[src/design/isq_pkg.sv]
// Shared constants, command and status codes, and item types for the sequence store.
package isq_pkg;

  localparam int CAPACITY   = 64;
  localparam int DATA_WIDTH = 32;

  localparam int CMD_W    = 3;
  localparam int POS_W    = 7;
  localparam int VAL_W    = 32;
  localparam int STATUS_W = 2;
  localparam int DOUT_W   = 32;
  localparam int LEN_W    = 7;

  localparam int IDX_W = (CAPACITY > 1) ? $clog2(CAPACITY) : 1;
  localparam int CNT_W = $clog2(CAPACITY + 1);
  localparam int CMP_W = (POS_W > CNT_W) ? POS_W : CNT_W;

  // OR tree: taps are merged in groups, then the group results are merged
  localparam int GROUP   = 8;
  localparam int NGROUPS = (CAPACITY + GROUP - 1) / GROUP;

  localparam logic [CMD_W-1:0] CMD_APPEND  = 3'd0;
  localparam logic [CMD_W-1:0] CMD_INSERT  = 3'd1;
  localparam logic [CMD_W-1:0] CMD_ERASE   = 3'd2;
  localparam logic [CMD_W-1:0] CMD_REPLACE = 3'd3;
  localparam logic [CMD_W-1:0] CMD_READ    = 3'd4;
  localparam logic [CMD_W-1:0] CMD_CLEAR   = 3'd5;

  localparam logic [STATUS_W-1:0] ST_OK    = 2'd0;
  localparam logic [STATUS_W-1:0] ST_RANGE = 2'd1;
  localparam logic [STATUS_W-1:0] ST_FULL  = 2'd2;

  localparam logic [1:0] CELL_HOLD  = 2'd0;
  localparam logic [1:0] CELL_WRITE = 2'd1;
  localparam logic [1:0] CELL_SHUP  = 2'd2;
  localparam logic [1:0] CELL_SHDN  = 2'd3;

  typedef struct packed {
    logic [CMD_W-1:0] command;
    logic [POS_W-1:0] position;
    logic [VAL_W-1:0] value;
  } in_t;

  typedef struct packed {
    logic [STATUS_W-1:0] status;
    logic [DOUT_W-1:0]   data_out;
    logic [LEN_W-1:0]    length;
  } out_t;

  // Broadcast from the sequencer to every cell
  typedef struct packed {
    logic [1:0]            op;
    logic [IDX_W-1:0]      pos;
    logic [DATA_WIDTH-1:0] wdata;
    logic                  tap_en;
  } cell_ctrl_t;

endpackage

[src/design/isq_cell.sv]
// One storage cell of the chain: holds one entry and shifts with its neighbors.
module isq_cell (
  input  logic                                clk,
  input  logic [isq_pkg::IDX_W-1:0]           cell_idx,
  input  isq_pkg::cell_ctrl_t                 ctrl,
  input  logic [isq_pkg::DATA_WIDTH-1:0]      left_data,
  input  logic [isq_pkg::DATA_WIDTH-1:0]      right_data,
  output logic [isq_pkg::DATA_WIDTH-1:0]      data_r,
  output logic [isq_pkg::DATA_WIDTH-1:0]      tap_r
);

  logic [isq_pkg::DATA_WIDTH-1:0] data_nxt;
  logic                           hit;

  assign hit = (cell_idx == ctrl.pos);

  always_comb begin
    data_nxt = data_r;
    case (ctrl.op)
      isq_pkg::CELL_WRITE: begin
        if (hit) data_nxt = ctrl.wdata;
      end
      isq_pkg::CELL_SHUP: begin
        // cells above the slot take their left neighbor, the slot takes the new word
        if (hit) data_nxt = ctrl.wdata;
        else if (cell_idx > ctrl.pos) data_nxt = left_data;
      end
      isq_pkg::CELL_SHDN: begin
        if (cell_idx >= ctrl.pos) data_nxt = right_data;
      end
      default: data_nxt = data_r;
    endcase
  end

  always_ff @(posedge clk) begin
    data_r <= data_nxt;
    // capture the word before any update of this cycle
    if (ctrl.tap_en) begin
      tap_r <= hit ? data_r : '0;
    end
  end

endmodule

[config.mk]
export PLATFORM = sky130hd
export DESIGN_NAME = isq_cell
export DESIGN_NICKNAME = d
export VERILOG_FILES = /design/src/design/isq_pkg.sv /design/src/design/isq_cell.sv
export SDC_FILE = /design/constraint.sdc
export NUM_CORES = 1
export LEC_CHECK = 0
export BUFFER_PORTS_ARGS = -buffer_cell sky130_fd_sc_hd__buf_2
export CAP_MARGIN = 0
export CORE_ASPECT_RATIO = 0.9
export CORE_MARGIN = 5
export CORE_UTILIZATION = 40
export CTS_CLUSTER_DIAMETER = 120
export DETAILED_ROUTE_END_ITERATION = 6
export PLACE_DENSITY = 0.73
export SETUP_SLACK_MARGIN = 0.5
export SYNTH_ARGS = -nofsm -noshare
export SYNTH_HDL_FRONTEND = slang
export SYNTH_SLANG_ARGS = --single-unit
[constraint.sdc]
create_clock -name clk -period 4.4 [get_ports clk]
set_clock_uncertainty 0.15 [all_clocks]
set_input_delay 0.22 -clock clk [delete_from_list [all_inputs] [get_ports clk]]
set_output_delay 0.22 -clock clk [all_outputs]
set_load 0.05 [all_outputs]
* Word level (Yosys, flattened, before mapping)
Index checks and enable logic that the tools add are counted.
Widths: inputs -> output; s select.
** Operators by class
- Add/sub/neg operators :: 0
- Multipliers :: 0
- Divide/modulo/power cells :: 0
- Magnitude comparators :: 2
- Eq/ne operators :: 7
- Shift-type cells :: 0
- Mux-type cells :: 5
- Bitwise gates (word level) :: 0
- Reduce and logical (&&, ||, !) cells :: 2
** Operator list (number)
- $mux 32 :: 4
- $pmux 32 s3 :: 1
- $eq 6x6->1 :: 1
- $ge 6x6->1 :: 1
- $gt 6x6->1 :: 1
- $eq 2x2->1 const B :: 2
- $ne 2x2->1 const B :: 2
- $reduce_and 4->1 :: 1
- $ne 3x3->1 const B :: 1
- $reduce_bool 3->1 :: 1
- $eq 2x1->1 const B :: 1
** Word-level totals
- Register bits :: 64
- Bits in latches :: 0
- RAM bits :: 0
- Bits in read-only memories :: 0
- Input bits :: 112
- Output and inout bits :: 64
- Word-level logic and storage cells :: 18
- Memories kept :: 0

* Logic depth before layout (Yosys ltp)
Gate-level depths: netlist (run 1).
- Depth in word-level cells :: 4
- Depth in mapped cells :: 8
- Gate-level depth less buffers :: 6

* Worst setup path after synthesis (run 1)
Ideal clock, no wire load.
- Path kind :: input-to-reg
- Start :: in ctrl[38] in the netlist's numbering
- End :: reg data_r[0] in the netlist's numbering, enable pin
- Library setup time :: 394 ps
- Arrival :: 1821 ps
- Data required time :: 3856 ps
- Setup slack :: 2035 ps
- Stages :: 6
- Path buffers :: 1
- Cell sequence :: inv_1 > ha_1 > nand4_1 > nor2_1 > buf_4 > o32a_1
** Between the ends
- Longest elaborated chain between the ends :: 3
- Elaborated cells between the ends (all ways) :: 7
- Classes of those cells :: 2 x order compare; 4 x eq/ne; 1 x reduce/logical
** Ends and longest elaborated chain
- start, declared :: line isq_cell.sv:5 : input isq_pkg::cell_ctrl_t ctrl,
- $gt 6x6->1 (tied with other cells) :: line isq_cell.sv:26 : else if (cell_idx > ctrl.pos) data_nxt = left_data;
- $ne 3x3->1 (no source line) or $ne 2x2->1 (tied branches)
- $reduce_and 4->1 (no source line) *
- end signal, assigned :: line isq_cell.sv:36 : data_r <= data_nxt;
- end, declared :: line isq_cell.sv:8 : output logic [isq_pkg::DATA_WIDTH-1:0] data_r,
Every way passes the cells marked *; elsewhere a longest branch is shown, timed or not.
A chain may end at the register's enable or synchronous reset.

* Worst setup path in the final report (run 1)
- Start :: in ctrl[39] in the netlist's numbering
- End :: reg data_r[5] in the netlist's numbering, enable pin
** Between the ends
- Longest elaborated chain between the ends :: 3
- Elaborated cells between the ends (all ways) :: 8
- Classes of those cells :: 6 x eq/ne; 2 x reduce/logical
** Ends and longest elaborated chain
- $eq 2x2->1 or $eq 2x1->1 (tied branches) :: line isq_cell.sv:19 : case (ctrl.op)
- $ne 3x3->1 (no source line) (tied with other cells)
- $reduce_and 4->1 (no source line) *
Marks and branches as above.

==> results of run 1 <==
## per-layer routing
layer | vias up | part of all wire [%] | track usage, %
met5 | - | 0 | 0
met4 | 0 | 1.2 | 6.39
met3 | 11 | 5.7 | 3.79
met2 | 106 | 53 | 30.6
met1 | 1339 | 41 | 21.3
li1 | 1390 | - | -
## cell usage in the layout, fill, tap and decap left out, drive strengths merged
cell type	count
nor2	2
clkinv	3
a22oi	32
a21oi	2
buf	180
nor3	1
nand4	1
nor2b	1
or2	1
o32a	1
clkinvlp	3
inv	9
ha	9
clkbuf	10
nand2	2
a211oi	1
o21bai	1
and2	32
nand3	96
edfxtp	64
## registers in the layout (all words and copies together), names as in the netlist
register	count
data_r	32
tap_r	32
## final cells by class
cell class	instances	area share (%)
Clock inverter	6	0.838
Multi-Input combinational cell	182	27.1
Tap cell	99	2.86
Inverter	9	0.781
Timing Repair Buffer	180	21.1
Clock buffer	10	2.95
Sequential cell	64	44.4
## worst min path at each step
stage                     cells after the start                 endpoint                 start  slack (ns)
after floorplan                               0   tap_r[0]$_SDFFCE_PN0P_               ctrl[0]        0.18
after global placement                        1  tap_r[28]$_SDFFCE_PN0P_  data_r[28]$_DFFE_PP_        0.38
after detailed placement                      3     data_r[24]$_DFFE_PP_              ctrl[25]        0.39
after CTS                                     3     data_r[24]$_DFFE_PP_              ctrl[25]        0.03
after global routing                          3      data_r[9]$_DFFE_PP_              ctrl[10]        0.04
final                                         3      data_r[4]$_DFFE_PP_         right_data[4]        0.05
## cells in the mapped netlist (all sizes together)
cell / n
nor2b: 1
nand3: 96
ha: 9
edfxtp: 64
inv: 9
nand2: 2
buf: 17
nor2: 2
a211oi: 1
clkbuf: 8
o32a: 1
nor3: 1
or2: 1
and2: 32
a22oi: 32
a21oi: 2
nand4: 1
o21bai: 1
## report_power, final
group	switching, mW	internal [mW]
registers	0.0274	0.751
clock network	0.224	0.200
logic	0.346	0.113
total	0.598	1.06
## cell families (layout without fill, tap and decap cells)
group	after synthesis	after routing	synth area share (%)
flip-flops	64	64	58.9
buffers and inverters	34	205	5.49
adder cells (fa/ha/maj)	9	9	3.45
AND/OR/NAND/NOR	136	136	23.7
AO/OA/AOI/OAI	37	37	8.44
## metrics by stage
stage | setup WS [ns] | power, mW | cells
after CTS | 2.11 | 1.68 | 550
after floorplan | 2.04 | 1.10 | 280
after global placement | 1.84 | 1.25 | 534
after detailed placement | 1.75 | 1.25 | 534
final | 2.11 | 1.66 | 550
after global routing | 1.94 | 1.74 | 550
## worst max-delay path: stages
cell and delay, ns:
buf_2 0.12, inv_1 0.06, ha_2 0.15, buf_4 0.53, nor2_2 0.10, a211oi_1 0.23, a21oi_1 0.09, o32a_2 0.61
==> reports/qor.txt, run 1 <==
CTS tree: built
Fin nets: 567
Pin count of the biggest net entering global routing: 66
Vias in the first global route: 2759
Vias per inst: 5.17
Clk buf depth: 2
Launch point of the critical path: ctrl[39]
RR Endpoint: tap_r[10]$_SDFFCE_PN0P_
Starting DRT DRC Count: 103
Detailed Route WL: 8.92 mm
FF-to-FF setup slack: 3.44 ns
Power per Cell Area: 384 mW/mm^2
Top Ports: 176
Clk sinks: 64
Fin crit share: 52.0%
PostCTS Resize Cnt: 0
Synthesized Nets: 401
Hold Crit Class: input pin to flop
Core ar.: 0.00799 mm^2
TritonCTS Buffers: 9
Design Area, Final: 0.00433 mm^2
Sequential fraction of the synthesis area: 58.9%
Height of the chip: 95.7 um
Final setup viols: 0
Ys Warns: 0
Post-layout util: 54.2%
Hold slack final: 0.0503 ns
Die area: 0.0101 mm^2
Synth area leaders: edfxtp_1 (59%), nand3_1 (13%), a22oi_1 (7.4%)
Status: completed
P&R area growth vs syn: 32.7%
Crit path capture: data_r[5]$_DFFE_PP_
Fin. max-slew vios: 0
Fillcell total: 716
Crit Path Class: input pin to flop
WL/cell: 16.2 um
Slew @ Worst Pin: 0.740 ns
Worst Reg-to-Reg Cells: 1
Starting density of the core: 40.8%
Routed vias: 2846
Post-synth top area cell: edfxtp_1
CP Launch Type: input pin
DP Area: 0.00416 mm^2
Worst-Skew Late Latency: 0.33 ns
Worst relative slew slack: 50.6%
Leakage power: 1.96 nW
CTS Hold Buffers Added: 0
Post-DRT Antenna Nets: 0
Endpoints failing hold: 0
Synth cell types: 24
CP arrival: 2.12 ns
Initial antenna violation count: 0
CP required: 4.23 ns
RR Startpoint: data_r[10]$_DFFE_PP_
Synth top area share: 58.9%
Crit path max fanout: 65
Drt first pass iters: 4
Root buffer cell: clkbuf_8
DIE WIDTH: 105 um
Synth Area per Inst: 11.6 um^2
Global-route usage over all layers: 17.4%
Clk slew on worst S/H paths: 0.08 ns
PortBufs: 175
RSZ-0062 raised after global routing: no
H-tree Lvls: 3
VDD IR-drop max: 155 uV
Rows: 31
Share of cells above drive strength 1: 46.1%
Reg area: 0.00192 mm^2
Global-route wire length before repair: 13.8 mm
Area of the multi-input gates: 0.00117 mm^2
Drc violations: 0
Cells after Synth: 280
Synthesized area: 0.00326 mm^2
Synthesized flop and latch total: 64
Total of max-cap violations: 0
Dpl hpwl: 6.51 mm
CP endpoint kind: flop
Antenna diode count: 0
Post-CTS setup buffers: 0
Overflow after GRT: 0
Fin Setup TNS: 0 ns
Routability Congestion: 0.802
Peak Freq: 437 MHz
Final Critical Period: 2.29 ns
No activity file was read; power rests on OpenSTA's default activity.
==> run 2, diff against run 1 <==
==> constraint.sdc (replaced) <==
create_clock -name clk -period 2.3 [get_ports clk]
set_clock_uncertainty 0.15 [all_clocks]
set_input_delay 0.115 -clock clk [delete_from_list [all_inputs] [get_ports clk]]
set_output_delay 0.115 -clock clk [all_outputs]
set_load 0.05 [all_outputs]
==> reports/qor.txt, run 2 <==
Clk sinks: 64 (unchanged)
H-tree Lvls: 3 (unchanged)
Largest family of logic cells by synthesized area: simple AND/OR/NAND/NOR gates (unchanged)
Synthesized flop and latch total: 64 (unchanged)
Post-Synth XOR/XNOR Area: 0% (unchanged)
CTS Hold Buffers Added: 111 (was 0)
Error message: [ERROR RSZ-0060] Max buffer count reached.
Clk buf depth: 2 (unchanged)
Most used DFF post-synth: edfxtp_1 (unchanged)
Post-synth EDFFs: 64 (unchanged)
PortBufs: 175 (unchanged)
PostCTS Resize Cnt: 2 (was 0)
TritonCTS Buffers: 9 (unchanged)
Synth cell types: 24 (unchanged)
Synth top area share: 58.9% (unchanged)
Dpl cells: 535 (was 534)
Status: stopped before the end (was completed)
Routability Congestion: 0.773 (was 0.802)
Synth cell count leaders: nand3_1 (86), edfxtp_1 (64), a22oi_1 (32), and2_1 (32), nand3_2 (10) (unchanged)
Compound-Gate Fraction of Synth Area: 8.44% (unchanged)
Dpl hpwl: 6.61 mm (was 6.51 mm)
DIE WIDTH: 105 um (unchanged)
Root buffer cell: clkbuf_8 (unchanged)
Ys Warns: 0 (unchanged)
Starting density of the core: 40.8% (unchanged)
Mux contribution to synthesized area: 0% (unchanged)
Top Ports: 176 (unchanged)
Post-CTS setup buffers: 0 (unchanged)
Height of the chip: 95.7 um (unchanged)
Stop stage: clock tree synthesis
Synthesized area: 0.00326 mm^2 (unchanged)
Post-synthesis simple-gate area fraction: 23.7% (unchanged)
Most frequent cell after synthesis: nand3_1 (unchanged)
FFs w/ async S/R, synth: 0% (unchanged)
Synthesized Nets: 401 (unchanged)
Rows: 31 (unchanged)
Post-synth top area cell: edfxtp_1 (unchanged)
Adder-Cell Fraction of Synth Area: 3.45% (unchanged)
Synth Area per Inst: 11.6 um^2 (unchanged)
Synth area leaders: edfxtp_1 (59%), nand3_1 (13%), a22oi_1 (7.4%) (unchanged)
Cells after Synth: 280 (unchanged)
Sequential fraction of the synthesis area: 58.9% (unchanged)
==> run 2: cell counts after synthesis <==
No cell type changed its count.
==> run 2: cells by family after synthesis <==
group,count (synthesis)
DFF,64
and+or+nand+nor,136
buffers and inverters,34
AOI/OAI and AO/OA,37
adders and majority gates,9
==> run 2: stage by stage <==
stage                     setup WS [ns]  instance area (um^2)  util, %  hold WS, ns
after floorplan                   0.576                  3270        -       0.0775
after global placement            0.242                  4180     52.3        0.283
after detailed placement          0.150                  4180     52.3        0.282
==> run 3, diff against run 2 <==
--- a/config.mk
+++ b/config.mk
@@ -7,13 +7,10 @@
 export LEC_CHECK = 0
 export BUFFER_PORTS_ARGS = -buffer_cell sky130_fd_sc_hd__buf_2
 export CAP_MARGIN = 0
-export CORE_ASPECT_RATIO = 0.9
 export CORE_MARGIN = 5
-export CORE_UTILIZATION = 40
-export CTS_CLUSTER_DIAMETER = 120
+export CORE_UTILIZATION = 25
 export DETAILED_ROUTE_END_ITERATION = 6
-export PLACE_DENSITY = 0.73
-export SETUP_SLACK_MARGIN = 0.5
+export PLACE_DENSITY_LB_ADDON = 0.15
 export SYNTH_ARGS = -nofsm -noshare
 export SYNTH_HDL_FRONTEND = slang
 export SYNTH_SLANG_ARGS = --single-unit
==> reports/qor.txt, run 3 (synthesis gave the netlist of run 1 again) <==
Root buffer cell: clkbuf_16 (was clkbuf_8)
Fin crit share: 96.4%
CP arrival: 2.14 ns
Most frequent cells in the layout: buf_2 (175), dlygate4sd3_1 (95), nand3_1 (86)
Top Ports: 176 (unchanged)
Leakage power: 2.42 nW
Global-route wire length before repair: 18.1 mm
Antenna diode count: 0
Starting density of the core: 25.6% (was 40.8%)
Routability Congestion: 0.760 (was 0.773)
CP required: 2.22 ns
Post-DRT Antenna Nets: 0
Pin count of the biggest net entering global routing: 65
Drc violations: 0
Die area: 0.0154 mm^2
Hold Crit Class: input pin to flop
Post-CTS setup buffers: 0 (unchanged)
Biggest regs: data_r x32, tap_r x32
Final setup viols: 0
Total of max-cap violations: 0
H-tree Lvls: 3 (unchanged)
Vias per inst: 4.64
CTS tree: built
Routed vias: 3344
Pre-CTS setup slack: 0.298 ns (was 0.150 ns)
Worst setup margin: 0.0837 ns
Rows: 41 (was 31)
Global-route usage over all layers: 14.3%
Crit Path Class: input pin to flop
Core ar.: 0.0127 mm^2
Clk buf depth: 2 (unchanged)
Crit path max fanout: 1
RSZ-0062 raised after global routing: no
Drt first pass iters: 5
Endpoints failing hold: 0
CP Launch Type: input pin
Vias in the first global route: 3650
CP endpoint kind: flop
Clk sinks: 64 (unchanged)
Starting DRT DRC Count: 188
Most common cell after layout, fill and taps aside: buf_2
Area of the multi-input gates: 0.00118 mm^2
Fin nets: 665
TritonCTS Buffers: 9 (unchanged)
PortBufs: 175 (unchanged)
Detailed Route WL: 10.8 mm
Fin. max-slew vios: 0
FF-to-FF setup slack: 1.33 ns
Worst-Skew Late Latency: 0.33 ns
Power per Cell Area: 707 mW/mm^2
Reg area: 0.00192 mm^2
Share of cells above drive strength 1: 39.0%
Slew @ Worst Pin: 0.823 ns
Peak Freq: 451 MHz
Dpl hpwl: 7.24 mm (was 6.61 mm)
Clk slew on worst S/H paths: 0.06 ns
P&R area growth vs syn: 70.5%
VDD IR-drop max: 276 uV
WL/cell: 15.0 um
Final Critical Period: 2.22 ns
DIE WIDTH: 124 um (was 105 um)
Initial antenna violation count: 0
Fin Setup TNS: 0 ns
Worst relative slew slack: 45.2%
Status: completed (was stopped before the end)
Height of the chip: 124 um (was 95.7 um)
Overflow after GRT: 0
Fillcell total: 1280
## run 3: metrics by stage
stage | instances | utilization (%) | area, um^2 | total power, mW | hold slack, ns
after floorplan | 280 | - | 3260 | 2.11 | 0.0775
after global placement | 610 | 33.8 | 4300 | 2.42 | 0.284
after detailed placement | 610 | 33.8 | 4300 | 2.43 | 0.281
after CTS | 721 | 43.6 | 5540 | 3.97 | 0.317
after global routing | 721 | 43.7 | 5560 | 4.12 | 0.321
final | 721 | 43.7 | 5560 | 3.93 | 0.290
## run 3: report_power, final
part           switching, mW  internal, mW  leakage, nW  total [mW]
Combinational          0.708         0.394         1.64        1.10
Sequential            0.0562          1.44        0.646        1.49
Clock                  0.498         0.835        0.135        1.33
Total                   1.26          2.67         2.42        3.93
## run 3: layer usage
metal / global-route usage, % / share of wire, %
met5: 0 / 0
met4: 5.22 / 2.0
met1: 16.5 / 40
met2: 24.7 / 51
met3: 4.55 / 7.4
## run 3: path summary, 6_finish.rpt
path | start | endpoint | cells after the start
min reg2reg | data_r[9]$_DFFE_PP_ | tap_r[9]$_SDFFCE_PN0P_ | 1
max | right_data[31] | data_r[31]$_DFFE_PP_ | 6
min | ctrl[0] | tap_r[21]$_SDFFCE_PN0P_ | 1
max reg2reg | data_r[20]$_DFFE_PP_ | tap_r[20]$_SDFFCE_PN0P_ | 1
## run 3: timing repair
item | in CTS | in global routing
resized for setup | 0 | 4
hold endpoints to repair | 32 | 0
hold buffers | 95 | 0
setup endpoints to repair | 0 | 31
## run 3: layout make-up
cell class / count / share of cell area [%]
flip-flops and latches: 64 / 34.6
repair buffers: 278 / 34.4
multi-input cells: 182 / 21.3
clock buffers: 9 / 4.05
well taps: 172 / 3.87
clock inverters: 7 / 1.26
inverters: 9 / 0.608
## run 3: critical path: stages
cell and delay [ns]:
dlygate4sd3_1 0.54, buf_2 0.12, a22oi_1 0.16, dlygate4sd3_1 0.57, nand3_1 0.06, dlygate4sd3_1 0.56
